--- config.mk ---
export PLATFORM = sky130hd
export DESIGN_NAME = lip_queue
export DESIGN_NICKNAME = d
export VERILOG_FILES = /design/src/rtl/lip_pkg.sv /design/src/rtl/lip_queue.sv
export SDC_FILE = /design/constraint.sdc
export NUM_CORES = 1
export LEC_CHECK = 0
export BUFFER_PORTS_ARGS = -buffer_cell sky130_fd_sc_hd__buf_2
export CORE_MARGIN = 4
export CORE_UTILIZATION = 51
export CTS_CLUSTER_DIAMETER = 120
export CTS_CLUSTER_SIZE = 16
export DETAILED_ROUTE_END_ITERATION = 8
export PLACE_DENSITY_LB_ADDON = 0.12
export SLEW_MARGIN = 25
export SYNTH_ARGS = -nofsm -noshare
export SYNTH_HDL_FRONTEND = slang
export SYNTH_SLANG_ARGS = --single-unit
export TNS_END_PERCENT = 30
--- constraint.sdc ---
create_clock -name clock -period 3.3 [get_ports clock]
set_input_delay 0.165 -clock clock [delete_from_list [all_inputs] [get_ports clock]]
set_output_delay 0.165 -clock clock [all_outputs]
set_load 0.01 [all_outputs]
--- src/rtl/lip_pkg.sv ---
// Shared types and constants for the 1D Lagrange interpolator.
`default_nettype none
package lip_pkg;

   localparam int SAMPLE_W = 24;
   localparam int POS_W    = 19;
   localparam int NODE_W   = 4;
   localparam int WEIGHT_W = 32;
   localparam int BMAG_W   = 31;

   localparam int QUEUE_DEPTH = 2;
   localparam int QPTR_W      = 1;
   localparam int QCNT_W      = 2;

   // round(2^30 / d) for node distance d, half rounded up; entry 0 unused
   localparam logic [BMAG_W-1:0] RECIP [0:15] = '{
      31'd0,
      31'd1073741824,
      31'd536870912,
      31'd357913941,
      31'd268435456,
      31'd214748365,
      31'd178956971,
      31'd153391689,
      31'd134217728,
      31'd119304647,
      31'd0, 31'd0, 31'd0, 31'd0, 31'd0, 31'd0
   };

   typedef struct packed {
      logic signed [SAMPLE_W-1:0] sample;
      logic [POS_W-1:0]           pos;
      logic [NODE_W-1:0]          node;
      logic                       used;
      logic                       last;
   } lip_entry_type;

endpackage
`default_nettype wire

--- src/rtl/lip_queue.sv ---
// Two-entry queue between front end and back end.
`default_nettype none
module lip_queue import lip_pkg::*; (
   input  wire logic          clock,
   input  wire logic          reset,
   input  wire logic          push,
   input  wire lip_entry_type push_entry,
   input  wire logic          pop,
   output      logic          full,
   output      logic          not_empty,
   output      lip_entry_type head
);

   lip_entry_type     slot_ff [QUEUE_DEPTH];
   logic [QPTR_W-1:0] wr_ff, wr_in;
   logic [QPTR_W-1:0] rd_ff, rd_in;
   logic [QCNT_W-1:0] cnt_ff, cnt_in;
   logic              do_pop;

   assign full      = (cnt_ff == QCNT_W'(QUEUE_DEPTH));
   assign not_empty = (cnt_ff != '0);
   assign head      = slot_ff[rd_ff];
   assign do_pop    = pop && not_empty;

   always_comb begin
      wr_in  = push ? wr_ff + QPTR_W'(1) : wr_ff;
      rd_in  = do_pop ? rd_ff + QPTR_W'(1) : rd_ff;
      cnt_in = cnt_ff;
      if (push && !do_pop) begin
         cnt_in = cnt_ff + QCNT_W'(1);
      end else if (!push && do_pop) begin
         cnt_in = cnt_ff - QCNT_W'(1);
      end
   end

   always_ff @(posedge clock) begin
      if (push) begin
         slot_ff[wr_ff] <= push_entry;
      end
   end

   always_ff @(posedge clock) begin
      if (reset) begin
         wr_ff  <= '0;
         rd_ff  <= '0;
         cnt_ff <= '0;
      end else begin
         wr_ff  <= wr_in;
         rd_ff  <= rd_in;
         cnt_ff <= cnt_in;
      end
   end

endmodule
`default_nettype wire

==> results of run 1 <==
[layout make-up]
cell class	instances	area (µm²)	share of cell area
clock buffer	11	131	0.0259
clock inverter	5	82.6	0.0163
multi-input combinational	66	672	0.132
sequential	103	3040	0.600
tap	96	120	0.0237
timing repair buffer	154	1030	0.202
[cell usage in the layout (no fill, tap or decap)]
master	instances
dfxtp_2	1
clkbuf_1	2
and2_2	1
dfxtp_1	4
dlygate4sd3_1	46
edfxtp_1	98
clkinv_2	1
xnor2_1	1
xor2_1	3
buf_2	103
bufinv_16	2
and2b_2	1
nor2b_4	1
ha_1	1
a21oi_1	1
clkbuf_8	9
nor2_1	4
or3_1	1
clkinv_4	2
o21ai_0	2
mux2_2	49
or2_2	1
buf_4	4
buf_12	1
[layer usage]
layer | share of wire | GRT usage | vias to the layer above
li1 | - | - | 1003
met1 | 0.40 | 0.195 | 991
met3 | 0.045 | 0.0290 | 11
met2 | 0.54 | 0.303 | 62
met5 | 0 | 0 | -
met4 | 0.014 | 0.0758 | 0
[power breakdown]
part | leakage, nW | total [mW] | internal, mW | switching, mW
clock network | 0.107 | 0.819 | 0.429 | 0.389
logic | 0.866 | 0.775 | 0.423 | 0.351
registers | 0.962 | 1.62 | 1.54 | 0.0852
[final timing paths]
kind | end | cells past startpoint | slack [ps]
setup / recovery | head[25] | 3 | 1160
hold / removal | slot_ff[0][10] | 1 | 20
setup reg to reg | slot_ff[1][39] | 2 | 1590
hold reg to reg | flop | 2 | 510
[critical path: cells and delay by family (launching register included)]
family	cells	cell delay (ps)
buffers and inverters	2	490
DFF	1	760
muxes	1	370
[registers in the layout, summed over array words and instances (netlist names), named ones only]
signal	cells
slot_ff	98
cnt_ff	2
rd_ff	1
wr_ff	1
[kinds of logic after synthesis]
kind of cell	after synthesis	share of synthesized area
AOI/OAI and AO/OA	3	0.00401
adders and majority gates	1	0.00335
DFF	103	0.814
and+or+nand+nor	9	0.0131
buffers and inverters	5	0.00903
muxes	49	0.148
xor gates and xnor gates	4	0.00937
[what timing repair did]
action                                  in CTS  in global routing
hold buffers                                46                  0
endpoints found under the setup margin       0                  0
endpoints found under the hold margin       91                  0
[stage by stage]
step	std cells	worst slack, ps	power [mW]
after floorplan	174	324	2.11
after global placement	373	1510	2.38
after detailed placement	373	1490	2.40
after CTS	435	1080	3.25
after global routing	435	1020	3.38
final	435	1160	3.22
==> flow_metrics.py, run 1 <==
metrics = {
    "run_status": {
        "status": "completed",
    },
    "sta": {
        "finalCritPeriodShare": 0.650,
        "fmax_ghz": 0.466,
        "rsz0062_at_grt": "no",
        "slew_viol_final": 0,
        "setup_viol": 0,
        "slew_headroom": 0.491,
        "timing.final.crit_period_ps": 2140,
        "whs_ps": 19.2,
        "tns_ps": 0,
        "tightest_slew_ps": 762,
        "hold_viol": 0,
        "fin_skew_ps": 7.28,
    },
    "drt": {
        "first_pass_iters": 4,
        "vias": 2067,
        "vias_per_cell": 4.75,
        "drt_iter0_drc": 78,
        "drcViolationCount": 0,
        "routed_wl_um": 6940,
        "routedWlPerCell_um": 15.9,
        "ant_nets": 0,
    },
    "critical_path": {
        "path_cells": "buf_4 > mux2_2 > buf_2",
        "cp_max_fo": 26,
        "reg2reg_from": "wr_ff",
        "max_stage_delay_ps": 760,
        "worstPathArrival_ps": 1980,
        "startpoint_type": "flop",
        "cpMaxStageDelayCell": "dfxtp_2",
        "critPathRequiredTime_ps": 3130,
        "crit_type": "reg2out",
        "end_kind": "output pin",
    },
    "yosys": {
        "yosysUniqueCellTypes": 17,
        "synth_top_area_share": 0.787,
        "synth_area_leader_cell": "edfxtp_1",
        "yosysSeqAreaShare": 0.814,
        "mappedNetlistArea_um2": 3740,
        "synth_area_leaders": "edfxtp_1 (79%), mux2_2 (15%), dfxtp_1 (2.7%)",
        "syn_area_per_cell_um2": 21.5,
        "synth_edf_count": 98,
        "ys_warn_count": 0,
        "synth-seq-cells": 103,
        "ys.flop_type": "edfxtp_1",
        "ys_top_cells_by_count": "edfxtp_1 (98), mux2_2 (49), dfxtp_1 (5), nor2_1 (4)",
        "yosysMostFrequentCell": "edfxtp_1",
        "synthArstFlopShare": 0,
        "synth_cells": 174,
        "syn-num-nets": 228,
    },
    "pwr": {
        "ir_drop_v": 0.000427,
        "p_per_area_nw_per_um2": 634,
        "p_leak_nw": 1.93,
    },
    "floorplanning": {
        "die_w_um": 93.6,
        "core_um2": 6940,
        "num_io_pins": 104,
        "start_util": 0.539,
        "dieArea_um2": 8770,
        "die_y_um": 93.6,
        "num_rows": 30,
    },
    "clock_network": {
        "cts_resized": 0,
        "clockBufferDepth": 2,
        "cts_sinks": 103,
        "cts_tree": "built",
        "cts_root_buf": "clkbuf_8",
        "h-tree-depth": 3,
        "cts_buffers": 9,
        "clkLatencyLatePin_ps": 350,
        "post-cts-setup-buffers": 0,
        "cts.clk_slew.worst_paths_ps": 80,
    },
    "layout": {
        "finalInstanceArea_um2": 5080,
        "final_util": 0.731,
        "fill_cells": 449,
        "synthToLayoutAreaGrowth_pct": 35.7,
        "drive_gt1_frac": 0.519,
        "nNetsFinal": 388,
        "n_antenna_cell": 0,
    },
    "global_route": {
        "grt.total_usage": 0.168,
        "antenna_found_initial": 0,
        "overflow": 0,
        "grt_max_degree": 28,
        "grt_pass1_vias": 2211,
        "grt_pass1_wl_um": 10900,
    },
    "run": {
        "cap_violations": 0,
    },
    "min_path": {
        "hold_start": "push_entry[10]",
        "hp-class": "in2reg",
    },
    "place": {
        "placedInstanceArea_um2": 4400,
        "place_congestion": 0.686,
        "dp_hpwl_um": 4310,
        "port-buffer-count": 103,
    },
}
No activity file was read; power rests on OpenSTA's default activity.
==> run 2, diff against run 1 <==
--- a/config.mk
+++ b/config.mk
@@ -5,9 +5,10 @@
 export SDC_FILE = /design/constraint.sdc
 export NUM_CORES = 1
 export LEC_CHECK = 0
+export ABC_AREA = 1
 export BUFFER_PORTS_ARGS = -buffer_cell sky130_fd_sc_hd__buf_2
 export CORE_MARGIN = 4
-export CORE_UTILIZATION = 51
+export CORE_UTILIZATION = 52
 export CTS_CLUSTER_DIAMETER = 120
 export CTS_CLUSTER_SIZE = 16
 export DETAILED_ROUTE_END_ITERATION = 8
==> constraint.sdc (replaced) <==
create_clock -name clock -period 2.1 [get_ports clock]
set_input_delay 0.105 -clock clock [delete_from_list [all_inputs] [get_ports clock]]
set_output_delay 0.105 -clock clock [all_outputs]
set_load 0.01 [all_outputs]
==> run 2 against run 1 <==
Flip-flop and latch count did not move. Sequential power grew 49%. Utilization grew 1.4 points. Clock power rose by 44%. Clock skew decreased by 2.5 ps. Critical path type unchanged.
==> flow_metrics.py, run 2 <==
metrics = {
    "clock_network": {
        "cts_buffers": 9,
        "cts_root_buf": "clkbuf_8",
        "post-cts-setup-buffers": 0,
        "cts_resized": 0,
        "cts_hold_buffers": 50,
        "h-tree-depth": 3,
        "cts_sinks": 103,
        "clockBufferDepth": 2,
        "cts.clk_slew.worst_paths_ps": 90,
        "clkLatencyLatePin_ps": 340,
        "cts_tree": "built",
    },
    "pwr": {
        "p_leak_nw": 2.02,
        "p_sw_frac": 0.233,
        "total_power_mw": 4.29,
        "p_int_mw": 3.29,
        "ir_drop_v": 0.000471,
        "pwr-share-seq": 0.561,
        "p_per_area_nw_per_um2": 830,
        "comb_power_share": 0.164,
        "p_switching_mw": 0.998,
        "clockPowerShare": 0.275,
    },
    "layout": {
        "final_util": 0.745,
        "synthToLayoutAreaGrowth_pct": 35.6,
        "nNetsFinal": 407,
        "n_antenna_cell": 0,
        "largest_reg_flops": 98,
        "fin_cells": 454,
        "regMostFlops": "slot_ff",
        "drive_gt1_frac": 0.494,
        "reg.largest.list": "slot_ff: 98 flops, cnt_ff: 2 flops",
        "layout_commonest_cell": "buf_2",
        "fill_cells": 448,
        "multiInputGateArea_um2": 698,
        "seq_area_um2": 3040,
        "mostFrequentLayoutCells": "buf_2 (103), edfxtp_1 (98), dlygate4sd3_1 (50)",
    },
    "yosys": {
        "ys.flop_type": "edfxtp_1",
        "mappedNetlistArea_um2": 3810,
        "synth_cells": 187,
        "synthArstFlopShare": 0,
        "yosysMostFrequentCell": "edfxtp_1",
        "synth_area_leaders": "edfxtp_1 (77%), mux2_2 (12%), mux2_4 (3.9%)",
        "syn-num-nets": 241,
        "ys_warn_count": 0,
        "synth-seq-cells": 103,
        "synth_area_leader_cell": "edfxtp_1",
        "yosysUniqueCellTypes": 16,
        "ys_top_cells_by_count": "edfxtp_1 (98), mux2_2 (39), mux2_4 (10), inv_1 (8), nand2_1 (8)",
        "synth_top_area_share": 0.772,
        "yosysSeqAreaShare": 0.798,
        "syn_area_per_cell_um2": 20.4,
        "synth_edf_count": 98,
    },
    "min_path": {
        "hp-class": "in2reg",
        "hold_depth": 3,
        "hold_start": "pop",
        "min_to": "rd_ff",
    },
    "critical_path": {
        "reg2reg_depth": 9,
        "r2r_end": "cnt_ff[1]",
        "worstPathArrival_ps": 1570,
        "reg2reg_slack_ps": 710,
        "end_kind": "output pin",
        "cpMaxStageDelayCell": "mux2_2",
        "path_buf_inv": 2,
        "critPathRequiredTime_ps": 2000,
        "cp_max_fo": 27,
        "path_cells": "buf_4 > mux2_2 > buf_2",
        "critical_path.top_delay_family": "buffers and inverters",
        "startpoint_type": "flop",
        "crit_type": "reg2out",
        "max_stage_delay_ps": 400,
        "reg2reg_from": "cnt_ff[0]",
    },
    "sta": {
        "slew_viol_final": 0,
        "fin_skew_ps": 4.79,
        "tns_ps": 0,
        "finalCritPeriodShare": 0.797,
        "whs_ps": 73.7,
        "tightest_slew_ps": 440,
        "timing.final.crit_period_ps": 1670,
        "fmax_ghz": 0.597,
        "slew_headroom": 0.707,
        "setup_viol": 0,
        "rsz0062_at_grt": "no",
        "hold_viol": 0,
    },
    "run_status": {
        "status": "completed",
    },
    "place": {
        "dpl.cell_count": 388,
        "port-buffer-count": 103,
        "dp_hpwl_um": 4570,
        "place_congestion": 0.714,
    },
    "drt": {
        "vias_per_cell": 4.84,
        "routed_wl_um": 7210,
        "first_pass_iters": 4,
        "routedWlPerCell_um": 15.9,
        "drt_iter0_drc": 79,
        "ant_nets": 0,
        "vias": 2197,
        "drcViolationCount": 0,
    },
    "global_route": {
        "grt_pass1_vias": 2413,
        "overflow": 0,
        "antenna_found_initial": 0,
        "grt.total_usage": 0.174,
        "grt_max_degree": 34,
        "grt_pass1_wl_um": 11600,
    },
    "run": {
        "cap_violations": 0,
    },
    "floorplanning": {
        "core_um2": 6940,
        "start_util": 0.549,
        "num_io_pins": 104,
        "die_w_um": 93.6,
        "dieArea_um2": 8770,
        "num_rows": 30,
        "die_y_um": 93.6,
    },
}
run 2: tightest hold or removal path: cells and delay by family:
family          cells  cell delay, ps
simple gates        1              90
compound gates      1              80
buf+inv             1             100
run 2: cell families (layout without fill, tap and decap cells):
family          count (synthesis)  count (layout)  synth area share
fa+ha+maj                       1               1           0.00328
buf+inv                        13             184            0.0207
flops                         103             103             0.798
compound gates                  3               3           0.00394
simple gates                   18              18            0.0194
mux                            49              49             0.155
run 2: metrics by stage:
stage / setup WS (ps) / area (µm²)
2_1_floorplan: 73.7 / 3810
3_3_place_gp: 752 / 4470
3_5_place_dp: 735 / 4470
4_1_cts: 390 / 5170
5_1_grt: 343 / 5170
6_report: 425 / 5170
run 2: final cells by class:
| type | count | area share |
|---|---|---|
| clock buffer | 9 | 0.0240 |
| clock inverter | 7 | 0.0140 |
| inverter | 8 | 0.00581 |
| multi-input combinational | 71 | 0.135 |
| sequential | 103 | 0.589 |
| tap | 96 | 0.0232 |
| timing repair buffer | 160 | 0.209 |
run 2: layer usage:
| layer | GRT usage | vias up | share of wire |
|---|---|---|---|
| met3 | 0.0338 | 15 | 0.049 |
| met5 | 0 | - | 0 |
| met2 | 0.309 | 72 | 0.53 |
| met1 | 0.204 | 1065 | 0.40 |
| li1 | - | 1045 | - |
| met4 | 0.0770 | 0 | 0.021 |
run 2: how the worst max path moves through the flow:
stage          startpoint             end  slack (ps)  depth (start not counted)
2_1_floorplan       wr_ff   slot_ff[0][0]          70                          1
3_3_place_gp        wr_ff  slot_ff[1][43]         750                          3
3_5_place_dp        wr_ff  slot_ff[1][43]         730                          3
4_1_cts              flop         head[3]         390                          3
5_1_grt              flop        head[38]         340                          3
6_report             flop        head[38]         430                          3
run 2: power by group through the flow:
stage	logic (mW)	registers [mW]	clock network, mW
2_1_floorplan	0.397	2.45	0
3_3_place_gp	0.625	2.45	0
3_5_place_dp	0.633	2.46	0
4_1_cts	0.707	2.41	1.22
5_1_grt	0.762	2.42	1.30
6_report	0.702	2.41	1.18
==> run 3, diff against run 2 <==
--- a/config.mk
+++ b/config.mk
@@ -5,10 +5,10 @@
 export SDC_FILE = /design/constraint.sdc
 export NUM_CORES = 1
 export LEC_CHECK = 0
-export ABC_AREA = 1
+export ABC_AREA = 0
 export BUFFER_PORTS_ARGS = -buffer_cell sky130_fd_sc_hd__buf_2
 export CORE_MARGIN = 4
-export CORE_UTILIZATION = 52
+export CORE_UTILIZATION = 46
 export CTS_CLUSTER_DIAMETER = 120
 export CTS_CLUSTER_SIZE = 16
 export DETAILED_ROUTE_END_ITERATION = 8
==> constraint.sdc (replaced) <==
create_clock -name clock -period 1.5 [get_ports clock]
set_input_delay 0.075 -clock clock [delete_from_list [all_inputs] [get_ports clock]]
set_output_delay 0.075 -clock clock [all_outputs]
set_load 0.01 [all_outputs]
==> run 3 against run 2 <==
The run now ends with negative setup slack left. Critical path depth is the same. Global-route usage shrank 2.6 points. Final cell count shrank 1.5%. First-iteration DRC count shrank 42%. Routed wire length shrank 4.4%. Final area grew 1.3%. Hold slack lost 59 ps. Largest cell class unchanged. Largest power group unchanged.
==> flow_metrics.py, run 3 (same netlist as run 1, synthesis figures left out) <==
metrics = {
    "min_path": {
        "hp-class": "in2reg",
        "hold_start": "push",
        "min_to": "wr_ff",
        "hold_depth": 3,
    },
    "floorplanning": {
        "die_y_um": 98.2,
        "num_rows": 32,
        "dieArea_um2": 9640,
        "num_io_pins": 104,
        "core_um2": 7810,
        "die_w_um": 98.2,
        "start_util": 0.479,
    },
    "sta": {
        "rsz0062_at_grt": "yes",
        "timing.final.crit_period_ps": 1510,
        "fin_skew_ps": 5.57,
        "hold_viol": 0,
        "setup_viol": 23,
        "slew_viol_final": 0,
        "finalCritPeriodShare": 1.01,
        "fmax_ghz": 0.660,
        "slew_headroom": 0.810,
        "worst_slack_ps": -14.7,
        "whs_ps": 14.5,
        "tightest_slew_ps": 284,
    },
    "pwr": {
        "pwr-share-seq": 0.485,
        "ir_drop_v": 0.000809,
        "p_leak_nw": 2.00,
        "total_power_mw": 7.16,
        "comb_power_share": 0.284,
        "clockPowerShare": 0.231,
        "p_sw_frac": 0.264,
        "p_switching_mw": 1.89,
        "p_int_mw": 5.27,
        "p_per_area_nw_per_um2": 1370,
    },
    "clock_network": {
        "cts_root_buf": "clkbuf_8",
        "cts_tree": "built",
        "cts_sinks": 103,
        "cts_buffers": 9,
        "h-tree-depth": 3,
        "post-cts-setup-buffers": 0,
        "clkLatencyLatePin_ps": 350,
        "cts.clk_slew.worst_paths_ps": 90,
        "clockBufferDepth": 2,
    },
    "layout": {
        "drive_gt1_frac": 0.516,
        "fill_cells": 565,
        "seq_area_um2": 3050,
        "multiInputGateArea_um2": 709,
        "reg.largest.list": "slot_ff: 98 flops, cnt_ff: 2 flops",
        "regMostFlops": "slot_ff",
        "mostFrequentLayoutCells": "buf_2 (98), edfxtp_1 (98), dlygate4sd3_1 (50)",
        "n_antenna_cell": 0,
        "nNetsFinal": 394,
        "synthToLayoutAreaGrowth_pct": 40.0,
        "largest_reg_flops": 98,
    },
    "run": {
        "cap_violations": 0,
    },
    "drt": {
        "vias_per_cell": 4.72,
        "vias": 2109,
        "routed_wl_um": 6890,
        "first_pass_iters": 4,
        "routedWlPerCell_um": 15.4,
        "drcViolationCount": 0,
        "ant_nets": 0,
        "drt_iter0_drc": 46,
    },
    "global_route": {
        "overflow": 0,
        "antenna_found_initial": 0,
        "grt_pass1_wl_um": 11100,
        "grt_pass1_vias": 2327,
        "grt_max_degree": 50,
        "grt.total_usage": 0.148,
    },
    "run_status": {
        "status": "finished with violations",
        "violations": "negative setup slack",
    },
    "critical_path": {
        "path_buf_inv": 2,
        "startpoint_type": "flop",
        "worstPathArrival_ps": 1440,
        "max_stage_delay_ps": 380,
        "end_kind": "output pin",
        "critPathRequiredTime_ps": 1420,
        "critical_path.top_delay_family": "flip-flops",
        "path_cells": "buf_12 > mux2_2 > buf_2",
        "crit_type": "reg2out",
        "cpMaxStageDelayCell": "dfxtp_4",
        "r2r_end": "cnt_ff[1]",
        "reg2reg_slack_ps": 120,
        "cp_max_fo": 26,
        "reg2reg_depth": 4,
        "reg2reg_from": "cnt_ff[1]",
    },
    "place": {
        "dp_hpwl_um": 4170,
        "port-buffer-count": 103,
        "place_congestion": 0.662,
    },
}
==> run 3: changes by cell type in the layout (fill, tap and decap cells not counted), moves of 2 or more <==
cell	before	now
nand2_1	8	0
inv_1	7	0
buf_2	103	98
buf_6	0	5
buf_12	1	5
buf_4	6	2
xor2_1	0	3
nand3_1	2	0
==> run 3: worst max path at each step <==
stage	start	cells past startpoint	endpoint	slack, ps
floorplan	wr_ff	1	slot_ff[1][0]	-500
global placement	cnt_ff[1]	4	cnt_ff[1]	130
detailed placement	cnt_ff[1]	4	cnt_ff[1]	50
CTS	flop	3	head[13]	-50
global route	flop	3	head[21]	-90
finish	flop	3	head[39]	-10
==> run 3: power groups by stage <==
| stage | logic [mW] | clock network [mW] | registers [mW] |
|---|---|---|---|
| floorplan | 1.13 | 0 | 3.51 |
| global placement | 1.84 | 0 | 3.51 |
| detailed placement | 1.86 | 0 | 3.53 |
| CTS | 1.98 | 1.72 | 3.47 |
| global route | 2.21 | 1.83 | 3.50 |
| finish | 2.03 | 1.65 | 3.48 |
==> run 3: layer usage <==
metal	GRT usage	routed length (µm)
met5	0	0
met2	0.253	3650
met1	0.175	2710
met4	0.0609	131
met3	0.0436	396
==> run 3: final cells by class <==
cell class,instances,share of cell area
Clock inverter,6,0.0117
Multi-Input combinational cell,66,0.136
Sequential cell,103,0.582
Tap cell,102,0.0244
Clock buffer,10,0.0244
Timing Repair Buffer,160,0.222
==> run 3: per-stage QoR <==
step / instances / TNS [ps] / util / setup WS [ps] / instance area (µm²)
final: 447 / -103 / 0.671 / -14.7 / 5240
after global routing: 447 / -3290 / 0.671 / -87.9 / 5240
after CTS: 447 / -1420 / 0.663 / -52.1 / 5170
after detailed placement: 381 / 0 / 0.573 / 54.9 / 4470
after global placement: 381 / 0 / 0.573 / 125 / 4470
after floorplan: 174 / -24440 / - / -499 / 3750
==> run 3: worst min-delay path: stages <==
cell and delay, ps:
buf_2 130, xnor2_1 70, nor2_1 70
==> run 3: what timing repair did <==
item	CTS	global route
hold buffers	50	0
setup endpoints to repair	49	50
pin swaps	0	0
hold endpoints to repair	103	0
gates resized for setup	3	14
