### src/rtl/lip_pkg.sv
// Shared types and constants for the 1D Lagrange interpolator.
`default_nettype none
package lip_pkg;

   localparam int SAMPLE_W = 24;
   localparam int POS_W    = 19;
   localparam int NODE_W   = 4;
   localparam int WEIGHT_W = 32;
   localparam int BMAG_W   = 31;

   localparam int QUEUE_DEPTH = 2;
   localparam int QPTR_W      = 1;
   localparam int QCNT_W      = 2;

   // round(2^30 / d) for node distance d, half rounded up; entry 0 unused
   localparam logic [BMAG_W-1:0] RECIP [0:15] = '{
      31'd0,
      31'd1073741824,
      31'd536870912,
      31'd357913941,
      31'd268435456,
      31'd214748365,
      31'd178956971,
      31'd153391689,
      31'd134217728,
      31'd119304647,
      31'd0, 31'd0, 31'd0, 31'd0, 31'd0, 31'd0
   };

   typedef struct packed {
      logic signed [SAMPLE_W-1:0] sample;
      logic [POS_W-1:0]           pos;
      logic [NODE_W-1:0]          node;
      logic                       used;
      logic                       last;
   } lip_entry_type;

endpackage
`default_nettype wire

### src/rtl/lip_front.sv
// Front end: accepts samples, tracks node index and query position.
`default_nettype none
module lip_front import lip_pkg::*; #(
   parameter int NGHOST = 2
) (
   input  wire logic                       clock,
   input  wire logic                       reset,
   input  wire logic                       start,
   input  wire logic signed [SAMPLE_W-1:0] req_sample,
   input  wire logic [POS_W-1:0]           req_position,
   input  wire logic                       req_last,
   input  wire logic                       q_full,
   output      logic                       busy,
   output      logic                       push,
   output      lip_entry_type              push_entry
);

   localparam int NNODES = 2 * NGHOST + 2;

   logic [NODE_W-1:0] node_ff, node_in;
   logic [POS_W-1:0]  qpos_ff, qpos_in;
   logic              first;
   logic              used;

   assign busy  = q_full;
   assign push  = start && !q_full;
   assign first = (node_ff == '0);
   assign used  = (node_ff < NODE_W'(NNODES));

   always_comb begin
      qpos_in = qpos_ff;
      node_in = node_ff;
      if (push) begin
         if (first) begin
            qpos_in = req_position;
         end
         if (req_last) begin
            node_in = '0;
         end else if (used) begin
            node_in = node_ff + NODE_W'(1);
         end
      end
   end

   always_comb begin
      push_entry.sample = req_sample;
      push_entry.pos    = first ? req_position : qpos_ff;
      push_entry.node   = node_ff;
      push_entry.used   = used;
      push_entry.last   = req_last;
   end

   always_ff @(posedge clock) begin
      if (reset) begin
         node_ff <= '0;
         qpos_ff <= '0;
      end else begin
         node_ff <= node_in;
         qpos_ff <= qpos_in;
      end
   end

endmodule
`default_nettype wire

### config.mk
export PLATFORM = sky130hd
export DESIGN_NAME = lip_front
export DESIGN_NICKNAME = d
export VERILOG_FILES = /design/src/rtl/lip_pkg.sv /design/src/rtl/lip_front.sv
export SDC_FILE = /design/constraint.sdc
export NUM_CORES = 1
export LEC_CHECK = 0
export BUFFER_PORTS_ARGS = -buffer_cell sky130_fd_sc_hd__buf_2
export CAP_MARGIN = 0
export CORE_ASPECT_RATIO = 0.6
export CORE_UTILIZATION = 35
export DETAILED_ROUTE_END_ITERATION = 10
export HOLD_SLACK_MARGIN = 0.02
export PLACE_DENSITY = 0.69
export REMOVE_ABC_BUFFERS = 1
export SETUP_SLACK_MARGIN = 0.05
export SLEW_MARGIN = 20
export SYNTH_ARGS = -nofsm -noshare
export SYNTH_HDL_FRONTEND = slang
export SYNTH_SLANG_ARGS = --single-unit
### constraint.sdc
create_clock -name clock -period 2.95 [get_ports clock]
set_input_delay 0.4425 -clock clock [delete_from_list [all_inputs] [get_ports clock]]
set_output_delay 0.4425 -clock clock [all_outputs]
set_load 0.05 [all_outputs]
==> metrics list, run 1 <==
- Between clock sinks in the finished design, the worst skew comes to 0.828 ps.
- After detailed routing, the number of vias per cell comes to a little under 5.
* Clock-pin slew on the worst setup and hold paths: 70 ps
- The internal portion of the total power is 0.488 mW.
* CP max-delay cell: sky130_fd_sc_hd__buf_4
- The first routing iteration left 82 violations.
* Number of enable-type register cells in the synthesized netlist: 0
- Power, Total: 0.727 mW
* Finish-stage setup viols: 0
- Portion of total power attributed to the clock network: 25.5%
- Data on the critical path is required at its endpoint by 2510 ps.
* Share of synthesized flip-flops with an asynchronous set or reset: 0%
- The floorplan has 18 rows.
- Counting I/O delays and the setup requirement, the final critical path takes roughly 2500 ps.
- Total leakage power: 0.657 nW
- Clock Tree Buf Depth: 2
- Area growth syn-to-layout: 7.85%
* Yosys warning total: 0
- DPL Wire Length: 2.59 mm
- Post-CTS timing repair inserted 0 buffers for setup.
* Main synth FF type: sky130_fd_sc_hd__dfxtp_1
* Nature of the critical path startpoint: flop
- Remaining Overflow, GRT: 0
- Reg2reg start: node_ff[0]$_SDFFE_PP0P_
- On the worst path, the slowest cell contributes a delay of 410 ps.
* Total Die Area: 4560 µm²
* Clock Root Buffer: sky130_fd_sc_hd__clkbuf_8
- Cells resized by post-CTS repair: 0
- Counting the buffers created by CTS gives 3.
- Drt total wl: 3.70 mm
* Power share of the combinational group: about 29%
* Reg power frac: between 40% and 50%
- Global routing consumed, over all layers together, 16.8% of the routing resources.
* Slew of the pin with the lowest slew margin: approximately 640 ps
* Post-synthesis cell count: 164
* Portion of the clock cycle consumed by the worst path in the final layout: 83.1%
- Of all nets on the critical path, the largest fanout is 39.
- Die outline height: 52.7 µm
- Setup slack on the worst flop-to-flop path: roughly 840 ps
- Post-synthesis sequential area ratio: 30.7%
- Design Area, Final: 1620 µm²
- Average detailed-routed wire length per instance: 15.4 µm
* Placement Setup Slack: 784 ps
- Final core area utilization: 39.4%
- For this configuration, the core starts out at a cell density of between 30% and 40%.
* Worst vdd ir: 0.201 mV
- Final-report max-slew violation count: 0
* DP Cell Count: approximately 240
- Number of I/O port buffers: 50
- Min setup slack post-route: 499 ps
* Min-delay worst type: in -> reg
* Number of synthesized register bits: 23
- Number of antenna violations at the first check in global routing: 0
- The number of hold violations in the final report was 0.
* ANT cells: 0
- Routability-driven placement congestion ratio: between 0.7 and 0.8
- Total Nets Final: 232
- Proportion of layout cells with a drive suffix above 1: roughly 43%
* Critical path arrival: 2010 ps
- CP Class: reg -> out
- Die outline width: between 80 and 90 µm
- First-pass DRT Iterations: 4
- Htree depth: 1
* Critical Path Start: node_ff[0]$_SDFFE_PP0P_
* Hold Startpoint: req_last
- For this run, design rule violations remaining after detail routing come to 0.
- Post-synth cell types: 24
- Core area: 4100 µm²
- I/O pin total: 99
* Max capacitance violation total: 0
- Summed over all failing endpoints, the final setup total negative slack is 0 ps.
* Largest net degree at the start of global routing: 43
* P_sw: 0.239 mW
- Derived from the worst setup path, the maximum achievable clock frequency is 408 MHz.
* Syn Std Cell Area: 1500 µm²
* P per Cell Area: 449 nW/µm²
- Count of nets left with antenna violations after detail routing: 0
- For the worst-skew pair, the clock arrives at the later sink with an insertion delay of approximately 250 ps.
- Summing all placed instances gives a cell area of 1570 µm².
- CP cell instances: inv_1, ha_1, nor3b_4, buf_4, mux2_2, buf_2
- Clock tree from TritonCTS: done
- STA classifies the critical path endpoint as an output port.
- Worst hold slack across all endpoints: 449 ps
- Worst-case headroom to the max-slew limit: 57.3%
* Avg Inst Size Synth: 9.14 µm²
* Setup repair after global routing missed its margin: no
* Global-route wire length before repair: approximately 5.6 mm
- The number of global-route vias before repair is 1039.
* Hold buffers post-CTS: 0
- Finished Layout Cells: 241
* Via count of the routed design: 1170
* Sw frac: 32.9%
* Run status: complete, no violations
* Total clock sinks: 23
[cells by family (layout without fill, tap and decap cells)]
logic type      count (synthesis)  in the layout  share of synthesized area, %
mux                            19             19                          14.5
flops                          23             23                          30.7
compound gates                 27             27                          10.0
fa+ha+maj                       2              2                          1.67
simple gates                   49             49                          23.5
buf+inv                        44             61                          19.5
[power by group through the flow]
stage          logic (mW)  clock network (mW)  registers (mW)
3_3_place_gp        0.209                   0           0.339
2_1_floorplan       0.142                   0           0.340
4_1_cts             0.210               0.195           0.332
3_5_place_dp        0.209                   0           0.339
5_1_grt             0.222               0.210           0.335
6_report            0.209               0.186           0.332
[worst max-delay path, delay by kind of cell (launching register included)]
| kind | cells | cell delay [ps] |
|---|---|---|
| DFF | 1 | 340 |
| and+or+nand+nor | 1 | 160 |
| buffers and inverters | 3 | 710 |
| adders and majority gates | 1 | 150 |
| muxes | 1 | 390 |
[flip-flops by register name, summed over array words and instances (netlist names)]
signal / flops
qpos_ff: 19
node_ff: 4
[cell usage after synthesis, drive strengths merged (3+ instances only)]
master,count,area share (%)
inv,5,1.3
o21ai,20,6.7
a21oi,3,1.3
dfxtp,23,31
clkbuf,5,1.3
mux2,19,15
nand2b,21,8.8
nand4b,19,11
nand4,3,1.3
buf,34,17
[routing by layer]
metal  wire [µm]  track usage (%)  vias to the layer above
li1            -                -                      581
met1        2030             24.8                      528
met2        1270             19.6                       59
met3         392             10.6                        2
met4          11             1.67                        0
met5           0                0                        -
[layout by cell type, fill, tap and decap left out, types with 3 or more instances in the layout]
| cell | instances |
|---|---|
| sky130_fd_sc_hd__o21ai_1 | 10 |
| sky130_fd_sc_hd__nand4_1 | 3 |
| sky130_fd_sc_hd__inv_1 | 5 |
| sky130_fd_sc_hd__dfxtp_1 | 23 |
| sky130_fd_sc_hd__o21ai_0 | 10 |
| sky130_fd_sc_hd__clkbuf_8 | 3 |
| sky130_fd_sc_hd__buf_2 | 50 |
| sky130_fd_sc_hd__nand2b_1 | 21 |
| sky130_fd_sc_hd__mux2_2 | 18 |
| sky130_fd_sc_hd__nand4b_1 | 19 |
[final timing paths]
check	endpoint	cells past startpoint
worst max-delay path	push_entry[15]	6
worst min-delay path	node_ff[3]$_SDFFE_PP0P_	2
worst min register to register	qpos_ff[11]$_SDFFE_PP0P_	2
worst max register to register	qpos_ff[2]$_SDFFE_PP0P_	6
[cell type report]
cell class | instances | area, µm²
Fill cell | 429 | 2480
Multi-Input combinational cell | 97 | 752
Sequential cell | 23 | 460
Timing Repair Buffer | 52 | 265
Tap cell | 60 | 75.1
Clock buffer | 4 | 45.0
Inverter | 5 | 18.8
Note: power is estimated with default switching activity, not from simulation.
==> inputs of run 2 (changes only) <==
==> constraint.sdc (replaced) <==
create_clock -name clock -period 2.55 [get_ports clock]
set_input_delay 0.3825 -clock clock [delete_from_list [all_inputs] [get_ports clock]]
set_output_delay 0.3825 -clock clock [all_outputs]
set_load 0.05 [all_outputs]
==> run 2 against run 1 <==
Compared with the run above: final cell count is the same; critical endpoint is now push_entry[13]; clock skew rose by 3.1 ps; sequential power grew 16%; global-route usage rose by 0.42 points; largest cell class unchanged; critical path type unchanged.
==> metrics list, run 2 (synthesis results as in run 1) <==
* Standard cell area after detailed placement: approximately 1600 µm²
- CP cell instances: inv_1, ha_1, nor3b_4, buf_12, mux2_2, buf_2
* P per Cell Area: 522 nW/µm²
* Hold buffers post-CTS: 0
- Worst-case headroom to the max-slew limit: about three fifths
- The worst hold path terminates at node_ff[3]$_SDFFE_PP0P_.
* Count of unresolved DRC violations after routing: 0
- The largest registers in the layout are qpos_ff x19, node_ff x4.
* CP Max Fanout: 39
- Final-report max-slew violation count: 0
* CP max-delay cell: sky130_fd_sc_hd__mux2_2
* Number of I/O port buffers: 50
- The routed design has 3.73 mm of wire.
* Total Nets Final: 232
- Most frequent standard cell in the layout excluding fill and tap cells: sky130_fd_sc_hd__buf_2
- Derived from the worst setup path, the maximum achievable clock frequency is 446 MHz.
* Proportion of layout cells with a drive suffix above 1: 42.5%
- Number of global-route vias before repair: 1096
- The HPWL after detailed placement is 2.62 mm.
* Clock tree from TritonCTS: done
- In the global route stage, overall resource usage came out at 17.2%.
- Num rows: 18
- Hold Startpoint: req_last
* Reg2reg start: node_ff[0]$_SDFFE_PP0P_
- # fillers: 439
* Routability-driven placement congestion ratio: 0.799
- Most frequent cells in the layout: sky130_fd_sc_hd__buf_2, sky130_fd_sc_hd__dfxtp_1, sky130_fd_sc_hd__nand2b_1
- Total Die Area: 4560 µm²
- Remaining Overflow, GRT: 0
- Cells resized by post-CTS repair: 0
- In the final routed layout, each cell accounts on average for 15.5 µm.
- Dividing the detail-routed via count by the number of cells gives 4.95.
- Clock insertion delay at the later pin of the skew report: approximately 260 ps
- Counting cells, the worst reg-to-reg path comes to 6.
* Setup repair after global routing missed its margin: no
- In this run the number of H-tree levels came out at 1.
- After clock tree synthesis, the clock-pin slew on the worst setup and hold paths is 80 ps.
- The cell sitting at the root of the clock tree is a sky130_fd_sc_hd__clkbuf_8.
* Core area: just over 4000 µm²
* Worst hold slack across all endpoints: approximately 380 ps
* Worst setup EP type: output port
- In this run the worst hold path is classified as in -> reg.
- Area growth syn-to-layout: 8.68%
- Worst vdd ir: between 0.15 and 0.2 mV
- The tree built by TritonCTS fans out to 23 sinks.
- The die is about 53 µm tall.
* Count of nets left with antenna violations after detail routing: 0
- Register with the highest flop count: qpos_ff
- Setup violations remaining at the end of the flow were counted as 0.
- The worst hold path was traced through 2 stages.
- For the worst setup path, the data arrival time is 1860 ps.
- Entering global routing, the biggest net connects 43 pins.
- Cts bufs inserted: 3
* Final setup skew: 3.95 ps
- Global-route wire length before repair: 5.75 mm
* Layer with the highest usage: met1
* Max capacitance violation total: 0
- Run status: complete, no violations
- Global routing used 22.1% of the available met1 tracks.
- At the pin with the least slew margin, the transition time is 628 ps.
- Max incr delay on CP: 350 ps
- Starting density of the core: between 30% and 40%
* Data required time of the worst path: around 2200 ps
* GRT met2 Usage: between 20% and 30%
- Of the available clock period, the critical path in the final layout requires 88.0%.
- Design Area, Final: 1630 µm²
- Endpoints failing hold: 0
- CP Class: reg -> out
- I/O pin total: 99
- 0 antenna diodes ended up in the layout.
- The worst register-to-register path ends at qpos_ff[2]$_SDFFE_PP0P_.
* Via count of the routed design: between 1000 and 1500
- Buffer count from post-CTS setup fixing: 0
* Clock Tree Buf Depth: 2
* First-pass DRT Iterations: 4
- Die outline width: 86.5 µm
* Number of antenna violations at the first check in global routing: 0
* Largest register FFs: 19
- For this run, global-route usage on met3 was measured as 13.9%.
* Total leakage power: 0.663 nW
- The setup check on the worst reg-to-reg path leaves a slack of 600 ps.
- Nature of the critical path startpoint: flop
* Min cycle time layout: between 2000 and 2500 ps
- Iteration-0 DRC Markers: 60
## run 2: cell counts in the layout (fill, tap and decap cells not counted)
Identical to the previous run, type by type.
## run 2: worst max path at each step
stage | from | end | slack [ps] | cells past startpoint
after floorplan | node_ff[0]$_SDFFE_PP0P_ | push_entry[10] | -510 | 4
after global routing | node_ff[0]$_SDFFE_PP0P_ | push_entry[23] | 170 | 6
after CTS | node_ff[0]$_SDFFE_PP0P_ | push_entry[15] | 300 | 6
after global placement | q_full | qpos_ff[3]$_SDFFE_PP0P_ | 590 | 5
final | node_ff[0]$_SDFFE_PP0P_ | push_entry[13] | 310 | 6
after detailed placement | q_full | qpos_ff[4]$_SDFFE_PP0P_ | 580 | 5
## run 2: final cells by class
type / instances / area [µm²] / share of cell area, %
repair buffers: 52 / 278 / 17.1
well taps: 60 / 75.1 / 4.61
inverters: 5 / 18.8 / 1.15
multi-input cells: 97 / 752 / 46.2
flip-flops and latches: 23 / 460 / 28.3
clock buffers: 4 / 45.0 / 2.76
## run 2: worst max-delay path: cells and delay by family, from the launching register on
| family | cells | cell delay, ps |
|---|---|---|
| mux | 1 | 350 |
| flops | 1 | 340 |
| buf+inv | 3 | 530 |
| simple gates | 1 | 210 |
| fa+ha+maj | 1 | 150 |
## run 2: routing by layer
metal  part of all wire (%)  vias to the layer above
met5                      0                        -
met4                   0.29                        0
met3                     14                        2
met2                     37                       68
li1                       -                      582
met1                     49                      541
## run 2: where the power goes
part           internal (mW)  total [mW]  switching, mW
clock network          0.111       0.222          0.110
logic                 0.0799       0.244          0.164
registers              0.376       0.385        0.00900
total                  0.567       0.850          0.283
## run 2: stage by stage
step                      setup TNS [ps]  total power, mW  setup slack, ps  std cells  util, %
after floorplan                   -16400            0.558             -515        125        -
after global placement                 0            0.636              586        237     38.6
after detailed placement               0            0.638              584        237     38.6
after CTS                              0            0.860              296        241     39.7
after global routing                   0            0.895              166        241     39.7
final                                  0            0.850              305        241     39.7
==> inputs of run 3 (changes only) <==
--- a/config.mk
+++ b/config.mk
@@ -11,7 +11,7 @@
 export CORE_UTILIZATION = 35
 export DETAILED_ROUTE_END_ITERATION = 10
 export HOLD_SLACK_MARGIN = 0.02
-export PLACE_DENSITY = 0.69
+export PLACE_DENSITY_LB_ADDON = 0.2
 export REMOVE_ABC_BUFFERS = 1
 export SETUP_SLACK_MARGIN = 0.05
 export SLEW_MARGIN = 20
==> run 3 against run 2 <==
Compared with the run above: non-clock buffer count grew 2; critical path depth is the same; clock power grew 2%; clock skew shrank 2.5 ps; sequential power is essentially flat; design area grew 0.15%; sequential share of layout area is essentially flat; worst hold slack gained 3.1 ps; flip-flop and latch count is the same; combinational power is essentially flat; via count grew 5.8%; count of clock-buffer cells in the layout is the same; critical path type unchanged; largest cell class unchanged; largest power group unchanged.
==> metrics list, run 3 (synthesis results as in run 1) <==
- Run status: complete, no violations
- Relative to the synthesized area, the layout overhead comes to 8.85%.
- Data required time of the worst path: 2170 ps
* Cts bufs inserted: 3
- Standard cell area after detailed placement: 1590 µm²
- The number of global-route vias before repair was 1220.
- Setup repair after global routing missed its margin: no
- The number of gates resized after CTS was 0.
* Total clock sinks: 23
* Endpoints failing hold: 0
- Global routing used between 10% and 20% of the available tracks.
- Once the floorplan was initialized, standard cells occupied 36.6% of the core.
* Total Die Area: about 4600 µm²
* # fillers: between 400 and 500
- Remaining Overflow, GRT: 0
- From bottom edge to top edge, the die measures 52.7 µm.
- The analysis attributes to cell leakage a power of between 0.6 and 0.7 nW.
* First-pass DRT Iterations: 4
- Max capacitance violation total: 0
* Hold Path End: qpos_ff[4]$_SDFFE_PP0P_
- The die is 86.5 µm wide.
- DPL Wire Length: 2.88 mm
- Design Area, Final: 1630 µm²
- The number of slew-limit violations in the final report came to 0.
* Worst vdd ir: 0.253 mV
* Clock tree from TritonCTS: done
* Total Nets Final: 234
- In this run the count of I/O pins placed on the die edge is 99.
- Most frequent cells in the layout: sky130_fd_sc_hd__buf_2, sky130_fd_sc_hd__dfxtp_1, sky130_fd_sc_hd__nand2b_1
* Worst hold slack across all endpoints: 388 ps
* Drt total wl: ~4.0 mm
* Clock insertion delay at the later pin of the skew report: 260 ps
- Via count of the routed design: ~1300
* Register-to-Register Path Depth: 6
- Global-route wire length before repair: roughly 6.3 mm
- The register with the most flip-flops in the layout has 19 of them.
* Final setup skew: 1.44 ps
* Largest net degree at the start of global routing: 43
- Portion of the clock cycle consumed by the worst path in the final layout: 92.0%
- Num rows: 18
- Proportion of layout cells with a drive suffix above 1: 43.2%
- ANT cells: 0
- Setup slack on the worst flop-to-flop path: 480 ps
- Timing would allow up to between 400 and 500 MHz.
* Slew of the pin with the lowest slew margin: 639 ps
- Hold path depth: 3
- For this design the ratio of total power to cell area is 526 nW/µm².
- Count of unresolved DRC violations after routing: 0
* Htree depth: 1
- CP Max Fanout: 25
- Most frequent standard cell in the layout excluding fill and tap cells: sky130_fd_sc_hd__buf_2
- The number of hold buffers added after CTS was 0.
- The worst setup path is launched from a flop.
* Average detailed-routed wire length per instance: approximately 16 µm
- Clock Root Buffer: sky130_fd_sc_hd__clkbuf_8
- The tightest min-delay check is of the in -> reg type.
- Finish-stage setup viols: 0
- By startpoint and endpoint, the worst setup path is classified as reg -> out.
- The total area inside the core boundary comes to around 4100 µm².
- Top flop regs: qpos_ff x19, node_ff x4
- Count of nets left with antenna violations after detail routing: 0
- Clock-pin slew on the worst setup and hold paths: about 80 ps
* Worst setup EP type: output port
- After detailed routing, the number of vias per cell comes to 5.19.
- The worst hold path begins at req_position[4].
* Iteration-0 DRC Markers: 72
* Reg-to-reg critical path endpoint: qpos_ff[5]$_SDFFE_PP0P_
* Number of I/O port buffers: 50
* Worst-case headroom to the max-slew limit: 57.4%
- Reg2reg start: node_ff[0]$_SDFFE_PP0P_
- Clock Tree Buf Depth: 2
- Once the clock tree was built, the setup fixing pass inserted 0 buffers.
- Subtracting the final worst setup slack from the clock period gives 2350 ps.
* Register with the highest flop count: qpos_ff
* Number of antenna violations at the first check in global routing: 0
- STA puts the critical path data arrival time at 1960 ps.
* Routability-driven placement congestion ratio: 0.857
[run 3: changes by cell type in the layout (fill, tap and decap cells not counted)]
cell / previous run / this run
sky130_fd_sc_hd__buf_4: 1 / 4
sky130_fd_sc_hd__buf_12: 1 / 0
[run 3: worst max-delay path, stage by stage, from the launching register on]
cell and delay (ps):
sky130_fd_sc_hd__dfxtp_1 340, sky130_fd_sc_hd__inv_1 100, sky130_fd_sc_hd__ha_1 160, sky130_fd_sc_hd__nor3b_4 190
sky130_fd_sc_hd__buf_4 310, sky130_fd_sc_hd__mux2_2 380, sky130_fd_sc_hd__buf_2 210
[run 3: layout make-up]
class | count | area [µm²] | area share [%]
clock buffer | 4 | 45.0 | 2.76
inverter | 5 | 18.8 | 1.15
multi-input combinational | 97 | 752 | 46.1
sequential | 23 | 460 | 28.2
tap | 60 | 75.1 | 4.60
timing repair buffer | 54 | 280 | 17.2
[run 3: power breakdown]
part / total [mW] / switching, mW / leakage (nW) / internal [mW]
combinational: 0.247 / 0.167 / 0.456 / 0.0799
clock: 0.227 / 0.116 / 0.0228 / 0.111
sequential: 0.384 / 0.00865 / 0.187 / 0.376
total: 0.858 / 0.291 / 0.666 / 0.567
[run 3: metrics by stage]
| step | instances | util (%) | setup slack [ps] | power, mW | TNS, ps |
|---|---|---|---|---|---|
| 3_5_place_dp | 239 | 38.7 | 455 | 0.640 | 0 |
| 5_1_grt | 243 | 39.8 | 75.8 | 0.911 | 0 |
| 6_report | 243 | 39.8 | 205 | 0.858 | 0 |
| 4_1_cts | 243 | 39.8 | 198 | 0.872 | 0 |
| 2_1_floorplan | 125 | - | -515 | 0.558 | -16400 |
| 3_3_place_gp | 239 | 38.7 | 567 | 0.635 | 0 |
[run 3: worst max path at each step]
| stage | to | startpoint | cells past startpoint | slack (ps) |
|---|---|---|---|---|
| final | push_entry[13] | node_ff[0]$_SDFFE_PP0P_ | 6 | 200 |
| after global routing | push_entry[23] | node_ff[0]$_SDFFE_PP0P_ | 6 | 80 |
| after CTS | push_entry[13] | node_ff[0]$_SDFFE_PP0P_ | 6 | 200 |
| after floorplan | push_entry[10] | node_ff[0]$_SDFFE_PP0P_ | 4 | -510 |
| after detailed placement | qpos_ff[5]$_SDFFE_PP0P_ | node_ff[0]$_SDFFE_PP0P_ | 6 | 450 |
| after global placement | push_entry[8] | node_ff[0]$_SDFFE_PP0P_ | 6 | 570 |
[run 3: routing by layer]
metal  track usage (%)  wire length (µm)
met1              25.0              1930
met2              26.6              1620
met3              10.4               400
met4              1.11                27
met5              1.30                 0
